==> config.mk <==
export PLATFORM = sky130hd
export DESIGN_NAME = sebs_ctrl
export DESIGN_NICKNAME = d
export VERILOG_FILES = /design/src/hdl/sebs_pkg.sv /design/src/hdl/sebs_ctrl.sv
export SDC_FILE = /design/constraint.sdc
export NUM_CORES = 1
export LEC_CHECK = 0
export BUFFER_PORTS_ARGS = -buffer_cell sky130_fd_sc_hd__buf_2
export CAP_MARGIN = 30
export CELL_PAD_IN_SITES_DETAIL_PLACEMENT = 1
export CELL_PAD_IN_SITES_GLOBAL_PLACEMENT = 1
export CORE_MARGIN = 2
export CORE_UTILIZATION = 33
export CTS_CLUSTER_DIAMETER = 50
export DETAILED_ROUTE_END_ITERATION = 10
export HOLD_SLACK_MARGIN = 0.15
export PLACE_DENSITY_LB_ADDON = 0.1
export SLEW_MARGIN = 10
export SYNTH_ARGS = -nofsm -noshare
export SYNTH_HDL_FRONTEND = slang
export SYNTH_SLANG_ARGS = --single-unit
==> constraint.sdc <==
create_clock -name clk -period 1.8 [get_ports clk]
set_input_delay 0.09 -clock clk [delete_from_list [all_inputs] [get_ports clk]]
set_output_delay 0.09 -clock clk [all_outputs]
set_load 0.02 [all_outputs]
==> src/hdl/sebs_pkg.sv <==
// Shared types, constants and helper functions of the sprite edge bevel shader.
package sebs_pkg;

  // Image store geometry.
  localparam int MAX_WIDTH  = 64;
  localparam int MAX_HEIGHT = 64;
  localparam int DEPTH      = MAX_WIDTH * MAX_HEIGHT;
  localparam int AW         = $clog2(DEPTH);
  localparam int IW         = AW + 1;
  localparam int XW         = $clog2(MAX_WIDTH);
  localparam int YW         = $clog2(MAX_HEIGHT);
  localparam int DIM_W      = 7;

  // Field widths.
  localparam int CH_W    = 8;
  localparam int PIX_W   = 3 * CH_W;
  localparam int EDGE_W  = 6;
  localparam int BEVEL_W = 5;
  localparam int DAMP_W  = 6;
  localparam int THICK_W = 7;
  localparam int NUM_W   = CH_W + BEVEL_W;
  localparam int DCNT_W  = $clog2(NUM_W);
  localparam int CFG_IDX_W = 3;

  // Configuration register indexes.
  localparam logic [CFG_IDX_W-1:0] REG_BEVEL    = 3'd0;
  localparam logic [CFG_IDX_W-1:0] REG_DAMP     = 3'd1;
  localparam logic [CFG_IDX_W-1:0] REG_STRENGTH = 3'd2;
  localparam logic [CFG_IDX_W-1:0] REG_KEY      = 3'd3;
  localparam logic [CFG_IDX_W-1:0] REG_WIDTH    = 3'd4;
  localparam logic [CFG_IDX_W-1:0] REG_HEIGHT   = 3'd5;

  // Item function codes.
  localparam logic FUNC_LOAD  = 1'b0;
  localparam logic FUNC_FETCH = 1'b1;

  // Edge map passes.
  localparam logic [2:0] PASS_CLEAR  = 3'd0;
  localparam logic [2:0] PASS_CORNER = 3'd1;
  localparam logic [2:0] PASS_SIDE   = 3'd2;
  localparam logic [2:0] PASS_SLOPE  = 3'd3;
  localparam logic [2:0] PASS_INWARD = 3'd4;

  // Neighborhood slots in the 3x3 window, raster order.
  localparam int NB_N    = 9;
  localparam int NB_W    = $clog2(NB_N);
  localparam int NB_NW   = 0;
  localparam int NB_UP   = 1;
  localparam int NB_LEFT = 3;
  localparam int NB_MID  = 4;
  localparam int NB_RGT  = 5;
  localparam int NB_DN   = 7;
  localparam int NB_SE   = 8;

  // Commands from the controller to the datapath.
  typedef struct packed {
    logic load;
    logic build_start;
    logic clr_step;
    logic nb_step;
    logic wr_step;
    logic build_done;
    logic fetch_rd;
    logic mul;
    logic div_step;
    logic out;
  } cmd_t;

  // Status from the datapath to the controller.
  typedef struct packed {
    logic pix_last;
    logic k_last;
    logic pass_final;
    logic div_last;
    logic cfg_hit;
  } sts_t;

  // Column of a window slot: 0 left, 1 center, 2 right.
  function automatic logic [1:0] slot_col(input logic [NB_W-1:0] k);
    logic [1:0] c;
    case (k)
      4'd0, 4'd3, 4'd6: c = 2'd0;
      4'd1, 4'd4, 4'd7: c = 2'd1;
      default:          c = 2'd2;
    endcase
    return c;
  endfunction

  // Row of a window slot: 0 above, 1 center, 2 below.
  function automatic logic [1:0] slot_row(input logic [NB_W-1:0] k);
    logic [1:0] r;
    case (k)
      4'd0, 4'd1, 4'd2: r = 2'd0;
      4'd3, 4'd4, 4'd5: r = 2'd1;
      default:          r = 2'd2;
    endcase
    return r;
  endfunction

  // Slope pass value: bevel / 6 + 1.
  function automatic logic [EDGE_W-1:0] slope_val(input logic [BEVEL_W-1:0] t);
    logic [EDGE_W-1:0] v;
    if (t >= 5'd30)      v = 6'd6;
    else if (t >= 5'd24) v = 6'd5;
    else if (t >= 5'd18) v = 6'd4;
    else if (t >= 5'd12) v = 6'd3;
    else if (t >= 5'd6)  v = 6'd2;
    else                 v = 6'd1;
    return v;
  endfunction

endpackage

==> src/hdl/sebs_ctrl.sv <==
// Controller state machine of the sprite edge bevel shader.
module sebs_ctrl (
  input  logic          clk,
  input  logic          rst_n,
  input  logic          start,
  input  logic          func,
  input  sebs_pkg::sts_t sts,
  output sebs_pkg::cmd_t cmd,
  output logic          busy
);

  localparam logic [3:0] S_IDLE = 4'd0;
  localparam logic [3:0] S_CLR  = 4'd1;
  localparam logic [3:0] S_NB   = 4'd2;
  localparam logic [3:0] S_CAP  = 4'd3;
  localparam logic [3:0] S_WR   = 4'd4;
  localparam logic [3:0] S_FRD  = 4'd5;
  localparam logic [3:0] S_FMUL = 4'd6;
  localparam logic [3:0] S_FDIV = 4'd7;
  localparam logic [3:0] S_FOUT = 4'd8;

  logic [3:0] state_r, state_nxt;
  logic       edges_done_r, edges_done_nxt;

  // Next state and command decode.
  always_comb begin
    cmd            = '0;
    state_nxt      = state_r;
    edges_done_nxt = edges_done_r;
    if (sts.cfg_hit) begin
      edges_done_nxt = 1'b0;
    end
    case (state_r)
      S_IDLE: begin
        if (start) begin
          if (func == sebs_pkg::FUNC_LOAD) begin
            cmd.load       = 1'b1;
            edges_done_nxt = 1'b0;
          end else if (edges_done_r) begin
            state_nxt = S_FRD;
          end else begin
            cmd.build_start = 1'b1;
            state_nxt       = S_CLR;
          end
        end
      end
      S_CLR: begin
        cmd.clr_step = 1'b1;
        if (sts.pix_last) begin
          state_nxt = S_NB;
        end
      end
      S_NB: begin
        cmd.nb_step = 1'b1;
        if (sts.k_last) begin
          state_nxt = S_CAP;
        end
      end
      S_CAP: begin
        state_nxt = S_WR;
      end
      S_WR: begin
        cmd.wr_step = 1'b1;
        if (sts.pix_last && sts.pass_final) begin
          cmd.build_done = 1'b1;
          edges_done_nxt = 1'b1;
          state_nxt      = S_FRD;
        end else begin
          state_nxt = S_NB;
        end
      end
      S_FRD: begin
        cmd.fetch_rd = 1'b1;
        state_nxt    = S_FMUL;
      end
      S_FMUL: begin
        cmd.mul   = 1'b1;
        state_nxt = S_FDIV;
      end
      S_FDIV: begin
        cmd.div_step = 1'b1;
        if (sts.div_last) begin
          state_nxt = S_FOUT;
        end
      end
      S_FOUT: begin
        cmd.out   = 1'b1;
        state_nxt = S_IDLE;
      end
      default: begin
        state_nxt = S_IDLE;
      end
    endcase
  end

  // State registers.
  always_ff @(posedge clk) begin
    if (!rst_n) begin
      state_r      <= S_IDLE;
      edges_done_r <= 1'b0;
    end else begin
      state_r      <= state_nxt;
      edges_done_r <= edges_done_nxt;
    end
  end

  assign busy = (state_r != S_IDLE);

endmodule

==> metrics.txt, run 1 <==
# TYPE chip_impl_metric gauge
chip_impl_metric{name="fp.coreArea",unit="um2"} 1300
chip_impl_info{name="main_combinational_cell_family_by_area_after_synthesis",value="simple AND/OR/NAND/NOR gates"} 1
chip_impl_metric{name="globalRouteTotalUtil",unit="%"} 15.0
chip_impl_metric{name="synth_xor_xnor_area_share",unit="%"} 0
chip_impl_metric{name="worst_clock_skew",unit="ns"} 0.00417
chip_impl_metric{name="area_growth_syn_to_layout",unit="%"} 30.1
chip_impl_metric{name="timing.final.hold_violations",unit=""} 0
chip_impl_metric{name="synth_compound_area_share",unit="%"} 12.2
chip_impl_metric{name="synth_seq_cells",unit=""} 5
chip_impl_metric{name="synth_top_area_share",unit="%"} 21.7
chip_impl_metric{name="yosys.area_share.simple",unit="%"} 47.7
chip_impl_info{name="synth.most_common_cell",value="nand2_1"} 1
chip_impl_info{name="outcome",value="complete, no violations"} 1
chip_impl_metric{name="synth.avg_cell_area",unit="um2"} 8.10
chip_impl_metric{name="worst-path-max-fanout",unit=""} 13
chip_impl_metric{name="final_wirelength",unit="mm"} 1.17
chip_impl_metric{name="synth_fp_nets",unit=""} 66
chip_impl_info{name="cp-end-kind",value="register"} 1
chip_impl_info{name="timing.critical_path.from_type",value="register"} 1
chip_impl_metric{name="portion_of_netlist_area_occupied_by_mux_cells",unit="%"} 8.67
chip_impl_metric{name="clock_insertion_delay_worst_skew",unit="ns"} 0.25
chip_impl_metric{name="number_of_antenna_violations_at_the_first_check_in_global_routing",unit=""} 0
chip_impl_metric{name="worst_slew_pin_slew",unit="ns"} 0.507
chip_impl_metric{name="post_synth_num_cell_types",unit=""} 23
chip_impl_info{name="cts-root-buf",value="clkbuf_4"} 1
chip_impl_metric{name="power.clock.fraction",unit="%"} 26.5
chip_impl_metric{name="worst_setup_hold_path_clk_slew",unit="ns"} 0.05
chip_impl_metric{name="place.gp.congestion",unit=""} 0.741
chip_impl_metric{name="timing.final.max_slew_violations",unit=""} 0
chip_impl_metric{name="max-slew-margin-rel",unit="%"} 66.2
chip_impl_metric{name="first_pass_iters",unit=""} 2
chip_impl_metric{name="cts.path.max_buffers",unit=""} 2
chip_impl_metric{name="clkSinkCount",unit=""} 5
chip_impl_metric{name="cellInternalPower",unit="W"} 0.000303
chip_impl_metric{name="numPortBuffers",unit=""} 19
chip_impl_metric{name="numCtsBuffers",unit=""} 3
chip_impl_metric{name="global_route.usage.met1",unit="%"} 16.3
chip_impl_metric{name="total_leakage_power",unit="nW"} 0.257
chip_impl_metric{name="switching_power",unit="W"} 0.000209
chip_impl_metric{name="grt.met3_usage",unit="%"} 6.52
chip_impl_metric{name="wire_per_inst",unit="um"} 12.3
chip_impl_metric{name="final_nets",unit=""} 90
chip_impl_metric{name="vias",unit=""} 473
chip_impl_info{name="hp-class",value="in -> reg"} 1
chip_impl_metric{name="grt_pass1_wl",unit="mm"} 1.90
chip_impl_info{name="top_cells_by_count_synth",value="nand2_1, nor2_1, nor3_1"} 1
chip_impl_metric{name="use_met2",unit="%"} 23.4
chip_impl_metric{name="share_of_total_power_in_sequential_cells",unit="%"} 33.6
chip_impl_info{name="synthTopCellsByArea",value="dfxtp_1, buf_6, mux2i_1, nand2_1, nor3_1"} 1
chip_impl_metric{name="hold-worst-slack",unit="ns"} 0.333
chip_impl_metric{name="antennaDiodeCount",unit=""} 0
chip_impl_metric{name="postSynthCellCount",unit=""} 57
chip_impl_metric{name="route.antenna.remaining_nets",unit=""} 0
chip_impl_metric{name="synthAdderAreaFrac",unit="%"} 0
chip_impl_metric{name="required",unit="ns"} 1.94
chip_impl_metric{name="comb_power_share",unit="%"} 39.9
chip_impl_metric{name="setup_viol",unit=""} 0
chip_impl_metric{name="dieArea",unit="um2"} 1710
chip_impl_metric{name="timing.max_cap.violations",unit=""} 0
chip_impl_metric{name="first_global_vias",unit=""} 440
chip_impl_metric{name="initialDrtViolationCount",unit=""} 2
chip_impl_info{name="largest_area_contributor_in_the_synthesized_netlist",value="dfxtp_1"} 1
chip_impl_metric{name="post-dp-hpwl",unit="um"} 905
chip_impl_metric{name="seq_area_frac_synth",unit="%"} 21.7
chip_impl_metric{name="fp.dieW",unit="um"} 41.4
chip_impl_info{name="rsz0062_at_grt",value="no"} 1
chip_impl_metric{name="achievable-frequency",unit="MHz"} 614
chip_impl_metric{name="fin_crit",unit="ns"} 1.63
chip_impl_metric{name="grt-ovfl-total",unit=""} 0
chip_impl_metric{name="multi_input_area",unit="um2"} 317
chip_impl_metric{name="overall_die_height",unit="um"} 41.4
chip_impl_metric{name="async_flop_share",unit="%"} 0
chip_impl_metric{name="final_min_period_over_clock_period",unit="%"} 90.5
chip_impl_metric{name="swShare",unit="%"} 40.8
chip_impl_metric{name="drc",unit=""} 0
chip_impl_metric{name="synth.yosys.warnings",unit=""} 0
chip_impl_metric{name="seq_area",unit="um2"} 104
chip_impl_metric{name="power-per-cell-area",unit="nW/um2"} 853
chip_impl_metric{name="avgViaCountPerCell",unit=""} 4.98
chip_impl_metric{name="power.ir.vdd_worst",unit="uV"} 370
chip_impl_info{name="cts_tree",value="built"} 1
chip_impl_metric{name="design.portCount",unit=""} 20
chip_impl_metric{name="fin_setup_tns",unit="ns"} 0
chip_impl_metric{name="drive_gt1_share",unit="%"} 40.0
chip_impl_metric{name="synth_edf_count",unit=""} 0
chip_impl_metric{name="row_count",unit=""} 13
chip_impl_metric{name="final.fill_count",unit=""} 176
chip_impl_metric{name="initial_core_utilization",unit="%"} 35.5
chip_impl_info{name="busiest_layer",value="met2"} 1
chip_impl_info{name="synth_flop_cell",value="dfxtp_1"} 1
chip_impl_metric{name="synth_area",unit="um2"} 462
chip_impl_metric{name="cts-htree-levels",unit=""} 1
chip_impl_info{name="startpoint_to_endpoint_class_of_the_critical_path",value="reg -> reg"} 1
chip_impl_metric{name="grt_start_max_net_pins",unit=""} 14
chip_impl_metric{name="cp_data_arrival_time",unit="ns"} 1.76
## timing repair
| action | 4_1_cts | 5_1_grt |
|---|---|---|
| hold buffers | 4 | 0 |
| gates resized for setup | 0 | 3 |
| setup buffers | 0 | 0 |
| endpoints found under the hold margin | 3 | 0 |
| endpoints found under the setup margin | 0 | 1 |
## stage by stage
| stage | instance area [um2] | cells | total power [W] | utilization [%] | worst slack (ns) |
|---|---|---|---|---|---|
| finish | 601 | 95 | 0.000512 | 46.2 | 0.171 |
| global route | 601 | 95 | 0.000557 | 46.2 | 0.0322 |
| global placement | 531 | 87 | 0.000374 | 40.8 | 0.311 |
| detailed placement | 531 | 87 | 0.000377 | 40.8 | 0.270 |
| CTS | 597 | 95 | 0.000519 | 45.9 | 0.0244 |
| floorplan | 462 | 57 | 0.000337 | - | 0.465 |
## cell type report
cell class | count | share of cell area [%]
clock buffers | 4 | 4.38
well taps | 15 | 3.13
multi-input cells | 48 | 52.7
repair buffers | 23 | 22.5
flip-flops and latches | 5 | 17.3
## cell usage in the layout, fill, tap and decap left out, drive strengths merged, types with 2 or more instances in the layout
master / n
nor3: 7
nor2b: 2
dlygate4sd3: 4
o21ai: 2
nand2b: 2
buf: 19
dfxtp: 5
nor3b: 2
nand2: 9
clkbuf: 4
nor2: 9
mux2i: 4
a21oi: 3
## logic make-up (layout without fill, tap and decap cells)
logic type | Yosys count | count (layout)
and+or+nand+nor | 36 | 36
AOI/OAI and AO/OA | 8 | 8
DFF | 5 | 5
muxes | 4 | 4
buffers and inverters | 4 | 27
## layer usage
metal | vias to the layer above | wire length (um)
met1 | 210 | 504
met4 | 0 | 25
li1 | 245 | -
met3 | 4 | 74
met2 | 14 | 564
met5 | - | 0
## power by group through the flow
| stage | clock network [W] | registers, W | logic [W] |
|---|---|---|---|
| after global placement | 0 | 0.000174 | 0.000200 |
| after floorplan | 0 | 0.000136 | 0.000201 |
| after detailed placement | 0 | 0.000174 | 0.000202 |
| after global routing | 0.000155 | 0.000180 | 0.000222 |
| final | 0.000136 | 0.000172 | 0.000205 |
| after CTS | 0.000140 | 0.000171 | 0.000208 |
## worst max-delay path, cell delays in order (launching register included)
cell,delay (ns)
dfxtp_1,0.63
nor4_4,0.10
o21ai_0,0.19
nor2_1,0.05
dlygate4sd3_1,0.54
## flip-flops by register name (all words and copies together), names as in the netlist
name / count
state_r: 4
edges_done_r: 1
## worst paths after layout
check	endpoint	slack (ns)	start	cells after the start
setup / recovery	edges_done_r$_SDFF_PN0_	0.17	state_r[1]$_SDFFE_PN0P_	4
hold / removal	state_r[2]$_SDFFE_PN0P_	0.33	sts[2]	5
setup reg to reg	edges_done_r$_SDFF_PN0_	0.17	state_r[1]$_SDFFE_PN0P_	4
hold reg to reg	state_r[0]$_SDFFE_PN0P_	0.59	state_r[0]$_SDFFE_PN0P_	2
Power figures use the tool's default switching activity.
==> run 2, diff against run 1 <==
Settings changed: BUFFER_PORTS_ARGS -buffer_cell sky130_fd_sc_hd__buf_2 to -buffer_cell sky130_fd_sc_hd__clkbuf_2.
==> metrics.txt, run 2 (synthesis gave the netlist of run 1 again) <==
# TYPE chip_impl_metric gauge
chip_impl_metric{name="numCtsBuffers",unit=""} 3
chip_impl_metric{name="area_growth_syn_to_layout",unit="%"} 27.1
chip_impl_metric{name="place.gp.congestion",unit=""} 0.729
chip_impl_metric{name="number_of_antenna_violations_at_the_first_check_in_global_routing",unit=""} 0
chip_impl_info{name="worst_r2r_endpoint",value="state_r[0]$_SDFFE_PN0P_"} 1
chip_impl_metric{name="wire_per_inst",unit="um"} 12.5
chip_impl_metric{name="final_wirelength",unit="mm"} 1.18
chip_impl_metric{name="seq_area",unit="um2"} 100
chip_impl_info{name="cp-end-kind",value="output pin"} 1
chip_impl_metric{name="layoutNonFillerInstCount",unit=""} 94
chip_impl_metric{name="cts_setup_buffers",unit=""} 0
chip_impl_metric{name="max-slew-margin-rel",unit="%"} 63.5
chip_impl_metric{name="critical-path-max-stage-delay",unit="ns"} 0.63
chip_impl_metric{name="worst_setup_hold_path_clk_slew",unit="ns"} 0.04
chip_impl_info{name="top_regs",value="state_r: 4 flops, edges_done_r: 1 flops"} 1
chip_impl_metric{name="grt-ovfl-total",unit=""} 0
chip_impl_info{name="cts_tree",value="built"} 1
chip_impl_metric{name="required",unit="ns"} 1.71
chip_impl_metric{name="initialDrtViolationCount",unit=""} 5
chip_impl_metric{name="worst-path-max-fanout",unit=""} 13
chip_impl_metric{name="reg2reg_slack",unit="ns"} 0.32
chip_impl_metric{name="worst_clock_skew",unit="ns"} 0.000323
chip_impl_metric{name="setup_viol",unit=""} 0
chip_impl_metric{name="multi_input_area",unit="um2"} 317
chip_impl_metric{name="cp_depth",unit=""} 3
chip_impl_metric{name="drive_gt1_share",unit="%"} 36.7
chip_impl_metric{name="timing.final.max_slew_violations",unit=""} 0
chip_impl_metric{name="critical_path_buf_inv_count",unit=""} 1
chip_impl_metric{name="design.portCount",unit=""} 20
chip_impl_metric{name="cts.path.max_buffers",unit=""} 2
chip_impl_metric{name="initial_core_utilization",unit="%"} 35.5
chip_impl_metric{name="hold-worst-slack",unit="ns"} 0.175
chip_impl_info{name="hp-start",value="sts[0]"} 1
chip_impl_metric{name="cts-hold-fix-buffers",unit=""} 3
chip_impl_metric{name="grt_pass1_wl",unit="mm"} 1.94
chip_impl_metric{name="achievable-frequency",unit="MHz"} 626
chip_impl_metric{name="grt_start_max_net_pins",unit=""} 14
chip_impl_metric{name="instance_count_after_placement_with_tap_cells_included",unit=""} 87
chip_impl_info{name="critical_path_cell_by_cell",value="or2b_1 > nor3_1 > clkbuf_2"} 1
chip_impl_info{name="timing.critical_path.from_type",value="register"} 1
chip_impl_metric{name="cts-htree-levels",unit=""} 1
chip_impl_info{name="cp-endpoint",value="cmd[6]"} 1
chip_impl_info{name="timing.critical_path.max_delay_family",value="flip-flops"} 1
chip_impl_metric{name="fp.coreArea",unit="um2"} 1300
chip_impl_metric{name="final_nets",unit=""} 89
chip_impl_metric{name="route.antenna.remaining_nets",unit=""} 0
chip_impl_info{name="startpoint_to_endpoint_class_of_the_critical_path",value="reg -> out"} 1
chip_impl_info{name="outcome",value="complete, no violations"} 1
chip_impl_metric{name="drc",unit=""} 0
chip_impl_metric{name="first_pass_iters",unit=""} 2
chip_impl_metric{name="largest_register_ffs",unit=""} 4
chip_impl_metric{name="timing.final.hold_violations",unit=""} 0
chip_impl_metric{name="row_count",unit=""} 13
chip_impl_metric{name="cts-resized-gates",unit=""} 0
chip_impl_metric{name="antennaDiodeCount",unit=""} 0
chip_impl_info{name="cts-root-buf",value="clkbuf_4"} 1
chip_impl_metric{name="post-dp-hpwl",unit="um"} 916
chip_impl_metric{name="overall_power_of_the_completed_layout",unit="W"} 0.000509
chip_impl_metric{name="clock_insertion_delay_worst_skew",unit="ns"} 0.25
chip_impl_metric{name="timing.max_cap.violations",unit=""} 0
chip_impl_metric{name="numPortBuffers",unit=""} 19
chip_impl_info{name="most-common-layout-cells",value="clkbuf_2, nand2_1, nor2_1"} 1
chip_impl_metric{name="total_leakage_power",unit="nW"} 0.242
chip_impl_metric{name="worstRegToRegCells",unit=""} 4
chip_impl_info{name="hp-class",value="in -> reg"} 1
chip_impl_metric{name="power.ir.vdd_worst",unit="uV"} 490
chip_impl_metric{name="first_global_vias",unit=""} 448
chip_impl_info{name="startpoint",value="state_r[1]$_SDFFE_PN0P_"} 1
chip_impl_metric{name="fin_setup_tns",unit="ns"} 0
chip_impl_metric{name="fin_crit",unit="ns"} 1.60
chip_impl_info{name="layout.cells.most_common",value="clkbuf_2"} 1
chip_impl_metric{name="final_min_period_over_clock_period",unit="%"} 88.8
chip_impl_metric{name="dieArea",unit="um2"} 1710
chip_impl_metric{name="final.fill_count",unit=""} 179
chip_impl_info{name="max_flop_register",value="state_r"} 1
chip_impl_metric{name="fp.dieW",unit="um"} 41.4
chip_impl_metric{name="clkSinkCount",unit=""} 5
chip_impl_info{name="critical-path-slowest-cell",value="dfxtp_1"} 1
chip_impl_metric{name="overall_die_height",unit="um"} 41.4
chip_impl_metric{name="vias",unit=""} 488
chip_impl_metric{name="worst_slew_pin_slew",unit="ns"} 0.547
chip_impl_info{name="r2r_start",value="state_r[0]$_SDFFE_PN0P_"} 1
chip_impl_metric{name="power-per-cell-area",unit="nW/um2"} 867
chip_impl_info{name="rsz0062_at_grt",value="no"} 1
chip_impl_metric{name="avgViaCountPerCell",unit=""} 5.19
chip_impl_metric{name="globalRouteTotalUtil",unit="%"} 15.5
chip_impl_metric{name="cp_data_arrival_time",unit="ns"} 1.51
## run 2: cell type report
class / count / area share, %
multi-input cells: 48 / 53.9
well taps: 15 / 3.20
repair buffers: 22 / 21.3
clock buffers: 4 / 4.48
flip-flops and latches: 5 / 17.1
## run 2: power breakdown
| part | switching, W | total [W] | internal [W] |
|---|---|---|---|
| logic | 0.000111 | 0.000205 | 0.0000943 |
| registers | 0.0000481 | 0.000171 | 0.000123 |
| clock network | 0.0000489 | 0.000133 | 0.0000840 |
| total | 0.000208 | 0.000509 | 0.000301 |
## run 2: worst register-to-register path, stage by stage, from the launching register on
cell	delay (ns)
dfxtp_1	0.66
mux2i_1	0.19
a22oi_2	0.20
nor2b_4	0.19
mux2i_1	0.17
## run 2: per-layer routing
layer / track usage (%) / up-vias / part of all wire, %
met4: 7.74 / 0 / 2.1
li1: - / 244 / -
met3: 7.83 / 4 / 7.1
met5: 0 / - / 0
met1: 15.6 / 226 / 41
met2: 26.3 / 14 / 50
## run 2: worst min path at each step
stage,to,slack (ns),cells after the start
finish,edges_done_r$_SDFF_PN0_,0.18,4
global route,edges_done_r$_SDFF_PN0_,0.22,4
CTS,edges_done_r$_SDFF_PN0_,0.18,4
detailed placement,state_r[3]$_SDFFE_PN0P_,0.33,3
global placement,state_r[3]$_SDFFE_PN0P_,0.32,3
floorplan,state_r[3]$_SDFFE_PN0P_,0.20,2
## run 2: metrics by stage
| stage | setup slack (ns) | area, um2 | util, % |
|---|---|---|---|
| 2_1_floorplan | 0.465 | 462 | - |
| 3_3_place_gp | 0.321 | 531 | 40.8 |
| 3_5_place_dp | 0.296 | 531 | 40.8 |
| 4_1_cts | 0.195 | 587 | 45.1 |
| 5_1_grt | 0.0782 | 587 | 45.1 |
| 6_report | 0.202 | 587 | 45.1 |
